### src/rtl/acpu_pkg.sv
// Package for the 8-bit accumulator CPU: widths, opcodes, decode function,
// request modes, controller states, datapath commands and the response record.
// No dependencies.
package acpu_pkg;

  localparam int unsigned MEM_BYTES = 256;
  localparam int unsigned ADDR_W    = $clog2(MEM_BYTES);
  localparam int unsigned DATA_W    = 8;
  localparam int unsigned CNT_W     = 32;

  localparam logic [CNT_W-1:0]  CNT_MAX   = '1;
  localparam logic [DATA_W-1:0] SIGN_MASK = 8'h80;

  localparam logic [DATA_W-1:0] OP_NOP = 8'h00;
  localparam logic [DATA_W-1:0] OP_STA = 8'h10;
  localparam logic [DATA_W-1:0] OP_LDA = 8'h20;
  localparam logic [DATA_W-1:0] OP_ADD = 8'h30;
  localparam logic [DATA_W-1:0] OP_OR  = 8'h40;
  localparam logic [DATA_W-1:0] OP_AND = 8'h50;
  localparam logic [DATA_W-1:0] OP_NOT = 8'h60;
  localparam logic [DATA_W-1:0] OP_JMP = 8'h80;
  localparam logic [DATA_W-1:0] OP_JN  = 8'h90;
  localparam logic [DATA_W-1:0] OP_JZ  = 8'hA0;
  localparam logic [DATA_W-1:0] OP_HLT = 8'hF0;

  typedef enum logic [1:0] {
    MODE_WRITE = 2'd0,
    MODE_READ  = 2'd1,
    MODE_EXEC  = 2'd2,
    MODE_RESET = 2'd3
  } mode_e;

  typedef enum logic [3:0] {
    OPC_NOP, OPC_STA, OPC_LDA, OPC_ADD, OPC_OR, OPC_AND,
    OPC_NOT, OPC_JMP, OPC_JN, OPC_JZ, OPC_HLT, OPC_BAD
  } opc_e;

  typedef enum logic [2:0] {
    ST_IDLE, ST_RDWAIT, ST_FETCH, ST_OPADDR, ST_OPER, ST_DONE
  } ctrl_state_e;

  typedef enum logic [2:0] {
    DP_NONE, DP_START, DP_RDCAP, DP_DECODE, DP_OPADDR, DP_OPER, DP_LOAD_OUT
  } dp_op_e;

  typedef struct packed {
    logic halted;
    opc_e rd_class;
    opc_e ir_class;
  } dp_status_t;

  typedef struct packed {
    logic [DATA_W-1:0] read_data;
    logic [DATA_W-1:0] acc;
    logic [ADDR_W-1:0] prog_counter;
    logic [DATA_W-1:0] instr;
    logic [ADDR_W-1:0] mem_addr;
    logic [DATA_W-1:0] mem_data;
    logic              neg_flag;
    logic              zero_flag;
    logic              is_halted;
    logic              still_running;
    logic              bad_opcode;
    logic [CNT_W-1:0]  instr_count;
  } resp_t;

  function automatic opc_e decode_op(input logic [DATA_W-1:0] b);
    opc_e c;
    unique case (b)
      OP_NOP:  c = OPC_NOP;
      OP_STA:  c = OPC_STA;
      OP_LDA:  c = OPC_LDA;
      OP_ADD:  c = OPC_ADD;
      OP_OR:   c = OPC_OR;
      OP_AND:  c = OPC_AND;
      OP_NOT:  c = OPC_NOT;
      OP_JMP:  c = OPC_JMP;
      OP_JN:   c = OPC_JN;
      OP_JZ:   c = OPC_JZ;
      OP_HLT:  c = OPC_HLT;
      default: c = OPC_BAD;
    endcase
    return c;
  endfunction

endpackage

### src/rtl/acpu_if.sv
// Request and response channel interfaces of the accumulator CPU.
// Depends on acpu_pkg.
interface acpu_req_if import acpu_pkg::*; ();
  logic              valid;
  logic              ready;
  logic [1:0]        mode;
  logic [ADDR_W-1:0] address;
  logic [DATA_W-1:0] data;

  modport source (output valid, mode, address, data, input ready);
  modport sink   (input valid, mode, address, data, output ready);
endinterface

interface acpu_rsp_if import acpu_pkg::*; ();
  logic              valid;
  logic              ready;
  logic [DATA_W-1:0] read_data;
  logic [DATA_W-1:0] acc;
  logic [ADDR_W-1:0] prog_counter;
  logic [DATA_W-1:0] instr;
  logic [ADDR_W-1:0] mem_addr;
  logic [DATA_W-1:0] mem_data;
  logic              neg_flag;
  logic              zero_flag;
  logic              is_halted;
  logic              still_running;
  logic              bad_opcode;
  logic [CNT_W-1:0]  instr_count;

  modport source (output valid, read_data, acc, prog_counter, instr, mem_addr, mem_data,
                  neg_flag, zero_flag, is_halted, still_running, bad_opcode, instr_count,
                  input ready);
  modport sink   (input valid, read_data, acc, prog_counter, instr, mem_addr, mem_data,
                  neg_flag, zero_flag, is_halted, still_running, bad_opcode, instr_count,
                  output ready);
endinterface

### src/rtl/acpu_ctrl.sv
// Controller state machine of the accumulator CPU: sequences request phases
// and owns the response valid flag. Depends on acpu_pkg.
module acpu_ctrl import acpu_pkg::*; (
  input  logic        clk_i,
  input  logic        rst_ni,
  input  logic        req_valid_i,
  output logic        req_ready_o,
  input  logic [1:0]  req_mode_i,
  output logic        rsp_valid_o,
  input  logic        rsp_ready_i,
  input  dp_status_t  status_i,
  output dp_op_e      op_o
);

  ctrl_state_e state_q, state_d;
  logic        out_vld_q, out_vld_d;
  logic        load_out;

  always_comb begin
    state_d = state_q;
    unique case (state_q)
      ST_IDLE: begin
        if (req_valid_i) begin
          unique case (mode_e'(req_mode_i))
            MODE_READ:  state_d = ST_RDWAIT;
            MODE_EXEC:  state_d = status_i.halted ? ST_DONE : ST_FETCH;
            MODE_WRITE: state_d = ST_DONE;
            MODE_RESET: state_d = ST_DONE;
            default:    state_d = ST_DONE;
          endcase
        end
      end
      ST_RDWAIT: state_d = ST_DONE;
      ST_FETCH: begin
        unique case (status_i.rd_class)
          OPC_STA, OPC_LDA, OPC_ADD, OPC_OR, OPC_AND,
          OPC_JMP, OPC_JN, OPC_JZ: state_d = ST_OPADDR;
          default:                 state_d = ST_DONE;
        endcase
      end
      ST_OPADDR: begin
        unique case (status_i.ir_class)
          OPC_LDA, OPC_ADD, OPC_OR, OPC_AND: state_d = ST_OPER;
          default:                           state_d = ST_DONE;
        endcase
      end
      ST_OPER: state_d = ST_DONE;
      ST_DONE: begin
        if (load_out) begin
          state_d = ST_IDLE;
        end
      end
      default: state_d = ST_IDLE;
    endcase
  end

  always_comb begin
    req_ready_o = 1'b0;
    op_o        = DP_NONE;
    load_out    = 1'b0;
    unique case (state_q)
      ST_IDLE: begin
        req_ready_o = 1'b1;
        if (req_valid_i) begin
          op_o = DP_START;
        end
      end
      ST_RDWAIT: op_o = DP_RDCAP;
      ST_FETCH:  op_o = DP_DECODE;
      ST_OPADDR: op_o = DP_OPADDR;
      ST_OPER:   op_o = DP_OPER;
      ST_DONE: begin
        if (!out_vld_q || rsp_ready_i) begin
          load_out = 1'b1;
          op_o     = DP_LOAD_OUT;
        end
      end
      default: op_o = DP_NONE;
    endcase
  end

  always_comb begin
    out_vld_d = out_vld_q;
    if (load_out) begin
      out_vld_d = 1'b1;
    end else if (rsp_ready_i) begin
      out_vld_d = 1'b0;
    end
  end

  always_ff @(posedge clk_i or negedge rst_ni) begin
    if (!rst_ni) begin
      state_q   <= ST_IDLE;
      out_vld_q <= 1'b0;
    end else begin
      state_q   <= state_d;
      out_vld_q <= out_vld_d;
    end
  end

  assign rsp_valid_o = out_vld_q;

endmodule

### src/rtl/acpu_dp.sv
// Datapath of the accumulator CPU: 256-byte memory with per-byte valid bits,
// architectural registers and the response register. Depends on acpu_pkg.
module acpu_dp import acpu_pkg::*; (
  input  logic              clk_i,
  input  logic              rst_ni,
  input  dp_op_e            op_i,
  input  logic [1:0]        mode_i,
  input  logic [ADDR_W-1:0] address_i,
  input  logic [DATA_W-1:0] data_i,
  output dp_status_t        status_o,
  output resp_t             resp_o
);

  logic [DATA_W-1:0] mem [MEM_BYTES];
  logic [MEM_BYTES-1:0] vld_q;
  logic [DATA_W-1:0] raw_q;
  logic              rvld_q;
  logic [DATA_W-1:0] mem_rdata;

  logic              mem_we, mem_re;
  logic [ADDR_W-1:0] mem_addr;
  logic [DATA_W-1:0] mem_wdata;

  logic [DATA_W-1:0] acc_q, acc_d, ir_q, ir_d, mdr_q, mdr_d, rd_q, rd_d;
  logic [ADDR_W-1:0] pc_q, pc_d, mar_q, mar_d;
  logic              n_q, n_d, z_q, z_d, halt_q, halt_d, run_q, run_d, bad_q, bad_d;
  logic [CNT_W-1:0]  count_q, count_d;
  resp_t             out_q, out_d;
  opc_e              rd_class, ir_class;

  assign mem_rdata = rvld_q ? raw_q : '0;
  assign rd_class  = decode_op(mem_rdata);
  assign ir_class  = decode_op(ir_q);

  always_comb begin
    acc_d = acc_q; ir_d = ir_q; mdr_d = mdr_q; rd_d = rd_q;
    pc_d = pc_q; mar_d = mar_q;
    n_d = n_q; z_d = z_q; halt_d = halt_q; run_d = run_q; bad_d = bad_q;
    count_d = count_q; out_d = out_q;
    mem_we = 1'b0; mem_re = 1'b0; mem_addr = '0; mem_wdata = '0;

    unique case (op_i)
      DP_START: begin
        rd_d  = '0;
        run_d = 1'b0;
        bad_d = 1'b0;
        unique case (mode_e'(mode_i))
          MODE_WRITE: begin
            mem_we    = 1'b1;
            mem_addr  = address_i;
            mem_wdata = data_i;
          end
          MODE_READ: begin
            mem_re   = 1'b1;
            mem_addr = address_i;
          end
          MODE_EXEC: begin
            if (!halt_q) begin
              mar_d    = pc_q;
              pc_d     = pc_q + ADDR_W'(1);
              count_d  = (count_q == CNT_MAX) ? count_q : count_q + CNT_W'(1);
              mem_re   = 1'b1;
              mem_addr = pc_q;
            end
          end
          MODE_RESET: begin
            acc_d = '0; pc_d = '0; ir_d = '0; mar_d = '0; mdr_d = '0;
            n_d = 1'b0; z_d = 1'b1; halt_d = 1'b0; count_d = '0;
          end
          default: ;
        endcase
      end
      DP_RDCAP: rd_d = mem_rdata;
      DP_DECODE: begin
        mdr_d = mem_rdata;
        ir_d  = mem_rdata;
        unique case (rd_class)
          OPC_STA, OPC_LDA, OPC_ADD, OPC_OR, OPC_AND,
          OPC_JMP, OPC_JN, OPC_JZ: begin
            mem_re   = 1'b1;
            mem_addr = pc_q;
            pc_d     = pc_q + ADDR_W'(1);
          end
          OPC_NOT: begin
            acc_d = ~acc_q;
            n_d   = |(acc_d & SIGN_MASK);
            z_d   = (acc_d == '0);
            run_d = 1'b1;
          end
          OPC_NOP: run_d = 1'b1;
          OPC_HLT: halt_d = 1'b1;
          default: begin
            halt_d = 1'b1;
            bad_d  = 1'b1;
          end
        endcase
      end
      DP_OPADDR: begin
        mar_d = mem_rdata;
        run_d = 1'b1;
        unique case (ir_class)
          OPC_STA: begin
            mem_we    = 1'b1;
            mem_addr  = mem_rdata;
            mem_wdata = acc_q;
          end
          OPC_JMP: pc_d = mem_rdata;
          OPC_JN:  pc_d = n_q ? mem_rdata : pc_q;
          OPC_JZ:  pc_d = z_q ? mem_rdata : pc_q;
          OPC_LDA, OPC_ADD, OPC_OR, OPC_AND: begin
            mem_re   = 1'b1;
            mem_addr = mem_rdata;
          end
          default: ;
        endcase
      end
      DP_OPER: begin
        mdr_d = mem_rdata;
        unique case (ir_class)
          OPC_LDA: acc_d = mem_rdata;
          OPC_ADD: acc_d = acc_q + mem_rdata;
          OPC_OR:  acc_d = acc_q | mem_rdata;
          OPC_AND: acc_d = acc_q & mem_rdata;
          default: acc_d = acc_q;
        endcase
        n_d   = |(acc_d & SIGN_MASK);
        z_d   = (acc_d == '0);
        run_d = 1'b1;
      end
      DP_LOAD_OUT: begin
        out_d.read_data     = rd_q;
        out_d.acc           = acc_q;
        out_d.prog_counter  = pc_q;
        out_d.instr         = ir_q;
        out_d.mem_addr      = mar_q;
        out_d.mem_data      = mdr_q;
        out_d.neg_flag      = n_q;
        out_d.zero_flag     = z_q;
        out_d.is_halted     = halt_q;
        out_d.still_running = run_q;
        out_d.bad_opcode    = bad_q;
        out_d.instr_count   = count_q;
      end
      default: ;
    endcase
  end

  always_ff @(posedge clk_i) begin
    if (mem_we) begin
      mem[mem_addr] <= mem_wdata;
    end
    if (mem_re) begin
      raw_q <= mem[mem_addr];
    end
    out_q <= out_d;
    rd_q  <= rd_d;
    run_q <= run_d;
    bad_q <= bad_d;
  end

  // unwritten bytes read as zero
  always_ff @(posedge clk_i or negedge rst_ni) begin
    if (!rst_ni) begin
      vld_q  <= '0;
      rvld_q <= 1'b0;
    end else begin
      if (mem_we) begin
        vld_q[mem_addr] <= 1'b1;
      end
      if (mem_re) begin
        rvld_q <= vld_q[mem_addr];
      end
    end
  end

  always_ff @(posedge clk_i or negedge rst_ni) begin
    if (!rst_ni) begin
      acc_q   <= '0;
      pc_q    <= '0;
      ir_q    <= '0;
      mar_q   <= '0;
      mdr_q   <= '0;
      n_q     <= 1'b0;
      z_q     <= 1'b1;
      halt_q  <= 1'b0;
      count_q <= '0;
    end else begin
      acc_q   <= acc_d;
      pc_q    <= pc_d;
      ir_q    <= ir_d;
      mar_q   <= mar_d;
      mdr_q   <= mdr_d;
      n_q     <= n_d;
      z_q     <= z_d;
      halt_q  <= halt_d;
      count_q <= count_d;
    end
  end

  assign status_o.halted   = halt_q;
  assign status_o.rd_class = rd_class;
  assign status_o.ir_class = ir_class;
  assign resp_o            = out_q;

endmodule

### src/rtl/accumulator_cpu_8bit_core.sv
// Top level of the 8-bit accumulator CPU: controller plus datapath.
// Depends on acpu_pkg, acpu_req_if, acpu_rsp_if, acpu_ctrl and acpu_dp.
//
// Usage: each request on req_i carries mode, address and data. Mode write
// stores data at address, mode read returns the byte at address in
// read_data, mode execute runs one full instruction, mode reset clears the
// CPU registers and keeps memory. Every request yields exactly one response
// on rsp_o with the register state after the request.
// Write, reset and execute while halted go straight to the response; read
// and execute of NOP, NOT, HLT or an unknown opcode wait for one memory
// read, STA and jumps for two, LDA, ADD, OR and AND for three. This is set
// by the single-port memory with a registered read: fetch, operand address
// and operand are three dependent reads. One request is in flight at a time;
// the next one is taken once the response is in the output register.
// Reset clears the architectural registers, the response valid flag and the
// memory (per-byte valid bits, so memory reads zero at once; no clearing
// pass). When the receiver stalls, the response holds in the output
// register and a request already in flight waits for it to drain.
module accumulator_cpu_8bit_core import acpu_pkg::*; (
  input  logic       clk_i,
  input  logic       rst_ni,
  acpu_req_if.sink   req_i,
  acpu_rsp_if.source rsp_o
);

  dp_op_e     op;
  dp_status_t status;
  resp_t      resp;

  acpu_ctrl u_ctrl (
    .clk_i       (clk_i),
    .rst_ni      (rst_ni),
    .req_valid_i (req_i.valid),
    .req_ready_o (req_i.ready),
    .req_mode_i  (req_i.mode),
    .rsp_valid_o (rsp_o.valid),
    .rsp_ready_i (rsp_o.ready),
    .status_i    (status),
    .op_o        (op)
  );

  acpu_dp u_dp (
    .clk_i     (clk_i),
    .rst_ni    (rst_ni),
    .op_i      (op),
    .mode_i    (req_i.mode),
    .address_i (req_i.address),
    .data_i    (req_i.data),
    .status_o  (status),
    .resp_o    (resp)
  );

  assign rsp_o.read_data     = resp.read_data;
  assign rsp_o.acc           = resp.acc;
  assign rsp_o.prog_counter  = resp.prog_counter;
  assign rsp_o.instr         = resp.instr;
  assign rsp_o.mem_addr      = resp.mem_addr;
  assign rsp_o.mem_data      = resp.mem_data;
  assign rsp_o.neg_flag      = resp.neg_flag;
  assign rsp_o.zero_flag     = resp.zero_flag;
  assign rsp_o.is_halted     = resp.is_halted;
  assign rsp_o.still_running = resp.still_running;
  assign rsp_o.bad_opcode    = resp.bad_opcode;
  assign rsp_o.instr_count   = resp.instr_count;

endmodule

### src/flat_wrapper.sv
// flat-port wrapper written by rule: the top's interface ports become plain ports
module accumulator_cpu_8bit_core_flat import acpu_pkg::*;
  (clk_i, rst_ni, req_i_valid, req_i_mode, req_i_address, req_i_data, req_i_ready, rsp_o_valid, rsp_o_read_data, rsp_o_acc, rsp_o_prog_counter, rsp_o_instr, rsp_o_mem_addr, rsp_o_mem_data, rsp_o_neg_flag, rsp_o_zero_flag, rsp_o_is_halted, rsp_o_still_running, rsp_o_bad_opcode, rsp_o_instr_count, rsp_o_ready);
  acpu_req_if req_i_i ();
  acpu_rsp_if rsp_o_i ();
  input  logic clk_i;
  input  logic rst_ni;
  input wire logic [$bits(req_i_i.valid)-1:0] req_i_valid;
  input wire logic [$bits(req_i_i.mode)-1:0] req_i_mode;
  input wire logic [$bits(req_i_i.address)-1:0] req_i_address;
  input wire logic [$bits(req_i_i.data)-1:0] req_i_data;
  output wire logic [$bits(req_i_i.ready)-1:0] req_i_ready;
  output wire logic [$bits(rsp_o_i.valid)-1:0] rsp_o_valid;
  output wire logic [$bits(rsp_o_i.read_data)-1:0] rsp_o_read_data;
  output wire logic [$bits(rsp_o_i.acc)-1:0] rsp_o_acc;
  output wire logic [$bits(rsp_o_i.prog_counter)-1:0] rsp_o_prog_counter;
  output wire logic [$bits(rsp_o_i.instr)-1:0] rsp_o_instr;
  output wire logic [$bits(rsp_o_i.mem_addr)-1:0] rsp_o_mem_addr;
  output wire logic [$bits(rsp_o_i.mem_data)-1:0] rsp_o_mem_data;
  output wire logic [$bits(rsp_o_i.neg_flag)-1:0] rsp_o_neg_flag;
  output wire logic [$bits(rsp_o_i.zero_flag)-1:0] rsp_o_zero_flag;
  output wire logic [$bits(rsp_o_i.is_halted)-1:0] rsp_o_is_halted;
  output wire logic [$bits(rsp_o_i.still_running)-1:0] rsp_o_still_running;
  output wire logic [$bits(rsp_o_i.bad_opcode)-1:0] rsp_o_bad_opcode;
  output wire logic [$bits(rsp_o_i.instr_count)-1:0] rsp_o_instr_count;
  input wire logic [$bits(rsp_o_i.ready)-1:0] rsp_o_ready;
  assign req_i_i.valid = req_i_valid;
  assign req_i_i.mode = req_i_mode;
  assign req_i_i.address = req_i_address;
  assign req_i_i.data = req_i_data;
  assign req_i_ready = req_i_i.ready;
  assign rsp_o_valid = rsp_o_i.valid;
  assign rsp_o_read_data = rsp_o_i.read_data;
  assign rsp_o_acc = rsp_o_i.acc;
  assign rsp_o_prog_counter = rsp_o_i.prog_counter;
  assign rsp_o_instr = rsp_o_i.instr;
  assign rsp_o_mem_addr = rsp_o_i.mem_addr;
  assign rsp_o_mem_data = rsp_o_i.mem_data;
  assign rsp_o_neg_flag = rsp_o_i.neg_flag;
  assign rsp_o_zero_flag = rsp_o_i.zero_flag;
  assign rsp_o_is_halted = rsp_o_i.is_halted;
  assign rsp_o_still_running = rsp_o_i.still_running;
  assign rsp_o_bad_opcode = rsp_o_i.bad_opcode;
  assign rsp_o_instr_count = rsp_o_i.instr_count;
  assign rsp_o_i.ready = rsp_o_ready;
  accumulator_cpu_8bit_core u_core (.clk_i(clk_i), .rst_ni(rst_ni), .req_i(req_i_i), .rsp_o(rsp_o_i));
endmodule
### config.mk
export PLATFORM = sky130hd
export DESIGN_NAME = accumulator_cpu_8bit_core_flat
export DESIGN_NICKNAME = d
export VERILOG_FILES = /design/src/rtl/acpu_pkg.sv /design/src/rtl/acpu_if.sv /design/src/rtl/acpu_ctrl.sv /design/src/rtl/acpu_dp.sv /design/src/rtl/accumulator_cpu_8bit_core.sv /design/src/flat_wrapper.sv
export SDC_FILE = /design/constraint.sdc
export NUM_CORES = 2
export LEC_CHECK = 0
export BUFFER_PORTS_ARGS = -buffer_cell sky130_fd_sc_hd__buf_2
export CAP_MARGIN = 20
export CORE_MARGIN = 10
export CORE_UTILIZATION = 45
export CTS_BUF_LIST = sky130_fd_sc_hd__clkbuf_2
export DETAILED_ROUTE_END_ITERATION = 8
export GPL_TIMING_DRIVEN = 1
export HOLD_SLACK_MARGIN = 0.06
export PLACE_DENSITY_LB_ADDON = 0.2
export REMOVE_ABC_BUFFERS = 1
export SYNTH_ARGS = -nofsm -noshare
export SYNTH_HDL_FRONTEND = slang
export SYNTH_HIERARCHICAL = 1
export SYNTH_SLANG_ARGS = --single-unit
### constraint.sdc
create_clock -name clk_i -period 6.7 [get_ports clk_i]
set_input_delay 0.335 -clock clk_i [delete_from_list [all_inputs] [get_ports clk_i]]
set_output_delay 0.335 -clock clk_i [all_outputs]
set_load 0.1 [all_outputs]
==> metrics.yaml <==
setup_path:
  cp_data_arrival_time_ns: 7.97
  cpPeakStageDelay_ns: 1.14
  path_cells: "nor2b_1 > dlygate4sd3_1 > o22ai_1 > buf_4 > or4b_4 > a21oi_1 > buf_4 > a21oi_1 > and3_4 > nor2b_1 > buf_4 > nand2_2 > nor2_1"
  cp-start-kind: "register"
  critPathSlowestCell: "nor2_1"
  cpMostUsedCell: "buf_4"
  reg2reg_depth: 13
  crit_type: "register to register"
  worstPathRequired_ns: 8.15
  end_kind: "register"
  cp_max_fo: 31
sta:
  skew_ns: 0.209
  fin_hold_ws_ns: 0.250
  worst_slack_ns: 0.182
  period_share_pct: 97.3
  maxSlewHeadroom_pct: 13.1
  maxSlewViolCount: 0
  rsz0062_at_grt: "false"
  tightest_slew_ns: 1.30
  setup_tns_ns: 0
  hold_violations: 0
  min_period_ns: 6.52
  fmax_mhz: 153
  setup_viol: 0
route:
  avgViaCountPerCell: 6.07
  drc: 0
  first_pass_iters: 6
  vias: 59700
  wirelength_um: 278000
  drt_iter0_drc: 7289
  post_drt_wl_per_cell_um: 28.2
  antenna_left: 0
cells_and_area:
  layout_common_cells: "2150 x edfxtp_1, 978 x clkbuf_2, 863 x a22oi_1, 479 x a21oi_1, 339 x nor2_1"
  layout-drive-gt1-share_pct: 23.3
  final_common_cell: "edfxtp_1"
  fill_cells: 18000
  fin_nets: 6597
  finalInstanceArea_um2: 105000
  fin_util_pct: 50.2
  area_growth_pct: 10.8
worst_hold_path:
  hold_path.class: "primary input to register"
  hold_depth: 4
placement:
  place_congestion: 0.867
  placed_area_um2: 99100
  place_ws_ns: 0.387
  post-dp-hpwl_um: 163000
  port_buffers: 108
power_and_ir_drop:
  power_density_nw_per_um2: 300
  power.leakage_nw: 37.4
  ir_drop_mv: 0.467
floorplan:
  io_pins: 109
  rows: 168
  die-area_um2: 230000
  die_w_um: 479
  initial_utilization_pct: 45.3
  die-height_um: 479
  core_area_um2: 210000
global_routing:
  grt_pass1_vias: 58200
  gr-total-overflow: 0
  grt_use_total_pct: 23.4
  antenna_found_initial: 8
  grt_max_degree: 139
  grt_pass1_wl_um: 404000
clock_network:
  clkLatencyLatePin_ns: 1.95
  cts.sinks: 2485
  clkTransAtPathRegs_ns: 0.11
  cts_tree: "built"
  clockBufferDepth: 4
  cts_buffers: 622
  htree_levels: 6
  cts-root-buf: "clkbuf_2"
synth:
  yosys_warnings: 6
  netlist_area_um2: 95000
  syn_area_per_cell_um2: 15.9
  synth_cells: 5986
run_status:
  status: "finished clean"
job:
  drv_cap: 0
[final timing paths]
kind                                     endpoint  slack, ns                      start
max reg2reg                u_core/u_dp/mem[64][3]       0.18  u_core/u_ctrl/rsp_valid_o
min                        u_core/u_dp/mem[36][3]       0.25              req_i_data[3]
min reg2reg                u_core/u_dp/resp_o[78]       0.41        u_core/u_dp/rd_q[1]
min in group asynchronous  u_core/u_dp/vld_q[246]       0.76                     rst_ni
max                        u_core/u_dp/mem[64][3]       0.18  u_core/u_ctrl/rsp_valid_o
max in group asynchronous    u_core/u_dp/vld_q[3]       4.49                     rst_ni
[where the power goes]
part	total [mW]	internal, mW	switching (mW)
clock network	9.96	3.97	5.99
registers	17.4	17.2	0.203
logic	4.19	0.809	3.38
[metal layers]
layer | track usage [%] | part of all wire [%] | vias to the layer above
met3 | 5.53 | 9.8 | 514
met4 | 8.83 | 3.6 | 6
li1 | - | - | 25600
met1 | 33.3 | 41 | 30300
met5 | 0 | 0.018 | -
met2 | 35.0 | 45 | 3260
[state kept, by name, indices dropped and copies added, names as in the netlist, 3 cells and up]
name                   cells
u_core/u_dp/mem         2048
u_core/u_dp/vld_q        256
u_core/u_dp/resp_o        84
u_core/u_dp/count_q       32
u_core/u_dp/acc_q          8
u_core/u_dp/ir_q           8
u_core/u_dp/mar_q          8
u_core/u_dp/mdr_q          8
u_core/u_dp/pc_q           8
u_core/u_dp/raw_q          8
u_core/u_dp/rd_q           8
u_core/u_ctrl/state_q      3
[metrics by stage]
step / total power [mW] / std cells
after CTS: 31.8 / 9823
after detailed placement: 21.9 / 8674
after global routing: 32.9 / 9835
after floorplan: 20.8 / 5573
after global placement: 21.8 / 8666
final: 31.5 / 9842
[worst max-delay path, delay by kind of cell, from the launching register on]
kind	cells	cell delay, ns
simple gates	6	3.54
buf+inv	4	1.28
compound gates	3	0.89
flops	1	0.39
[repair_timing]
| item | CTS | global route |
|---|---|---|
| hold buffers | 51 | 0 |
| gates resized for setup | 0 | 4 |
| endpoints found under the setup margin | 0 | 3 |
| endpoints found under the hold margin | 2795 | 0 |
| setup buffers | 0 | 2 |
[layout make-up]
class | instances | area, um2 | area share (%)
sequential | 2485 | 72900 | 69.3
multi-input combinational | 3058 | 20000 | 19.0
clock buffer | 978 | 4890 | 4.65
tap | 2805 | 3510 | 3.33
timing repair buffer | 356 | 3210 | 3.05
clock inverter | 120 | 586 | 0.556
inverter | 31 | 116 | 0.111
antenna | 9 | 22.5 | 0.0214
(Power assumes the default switching activity.)
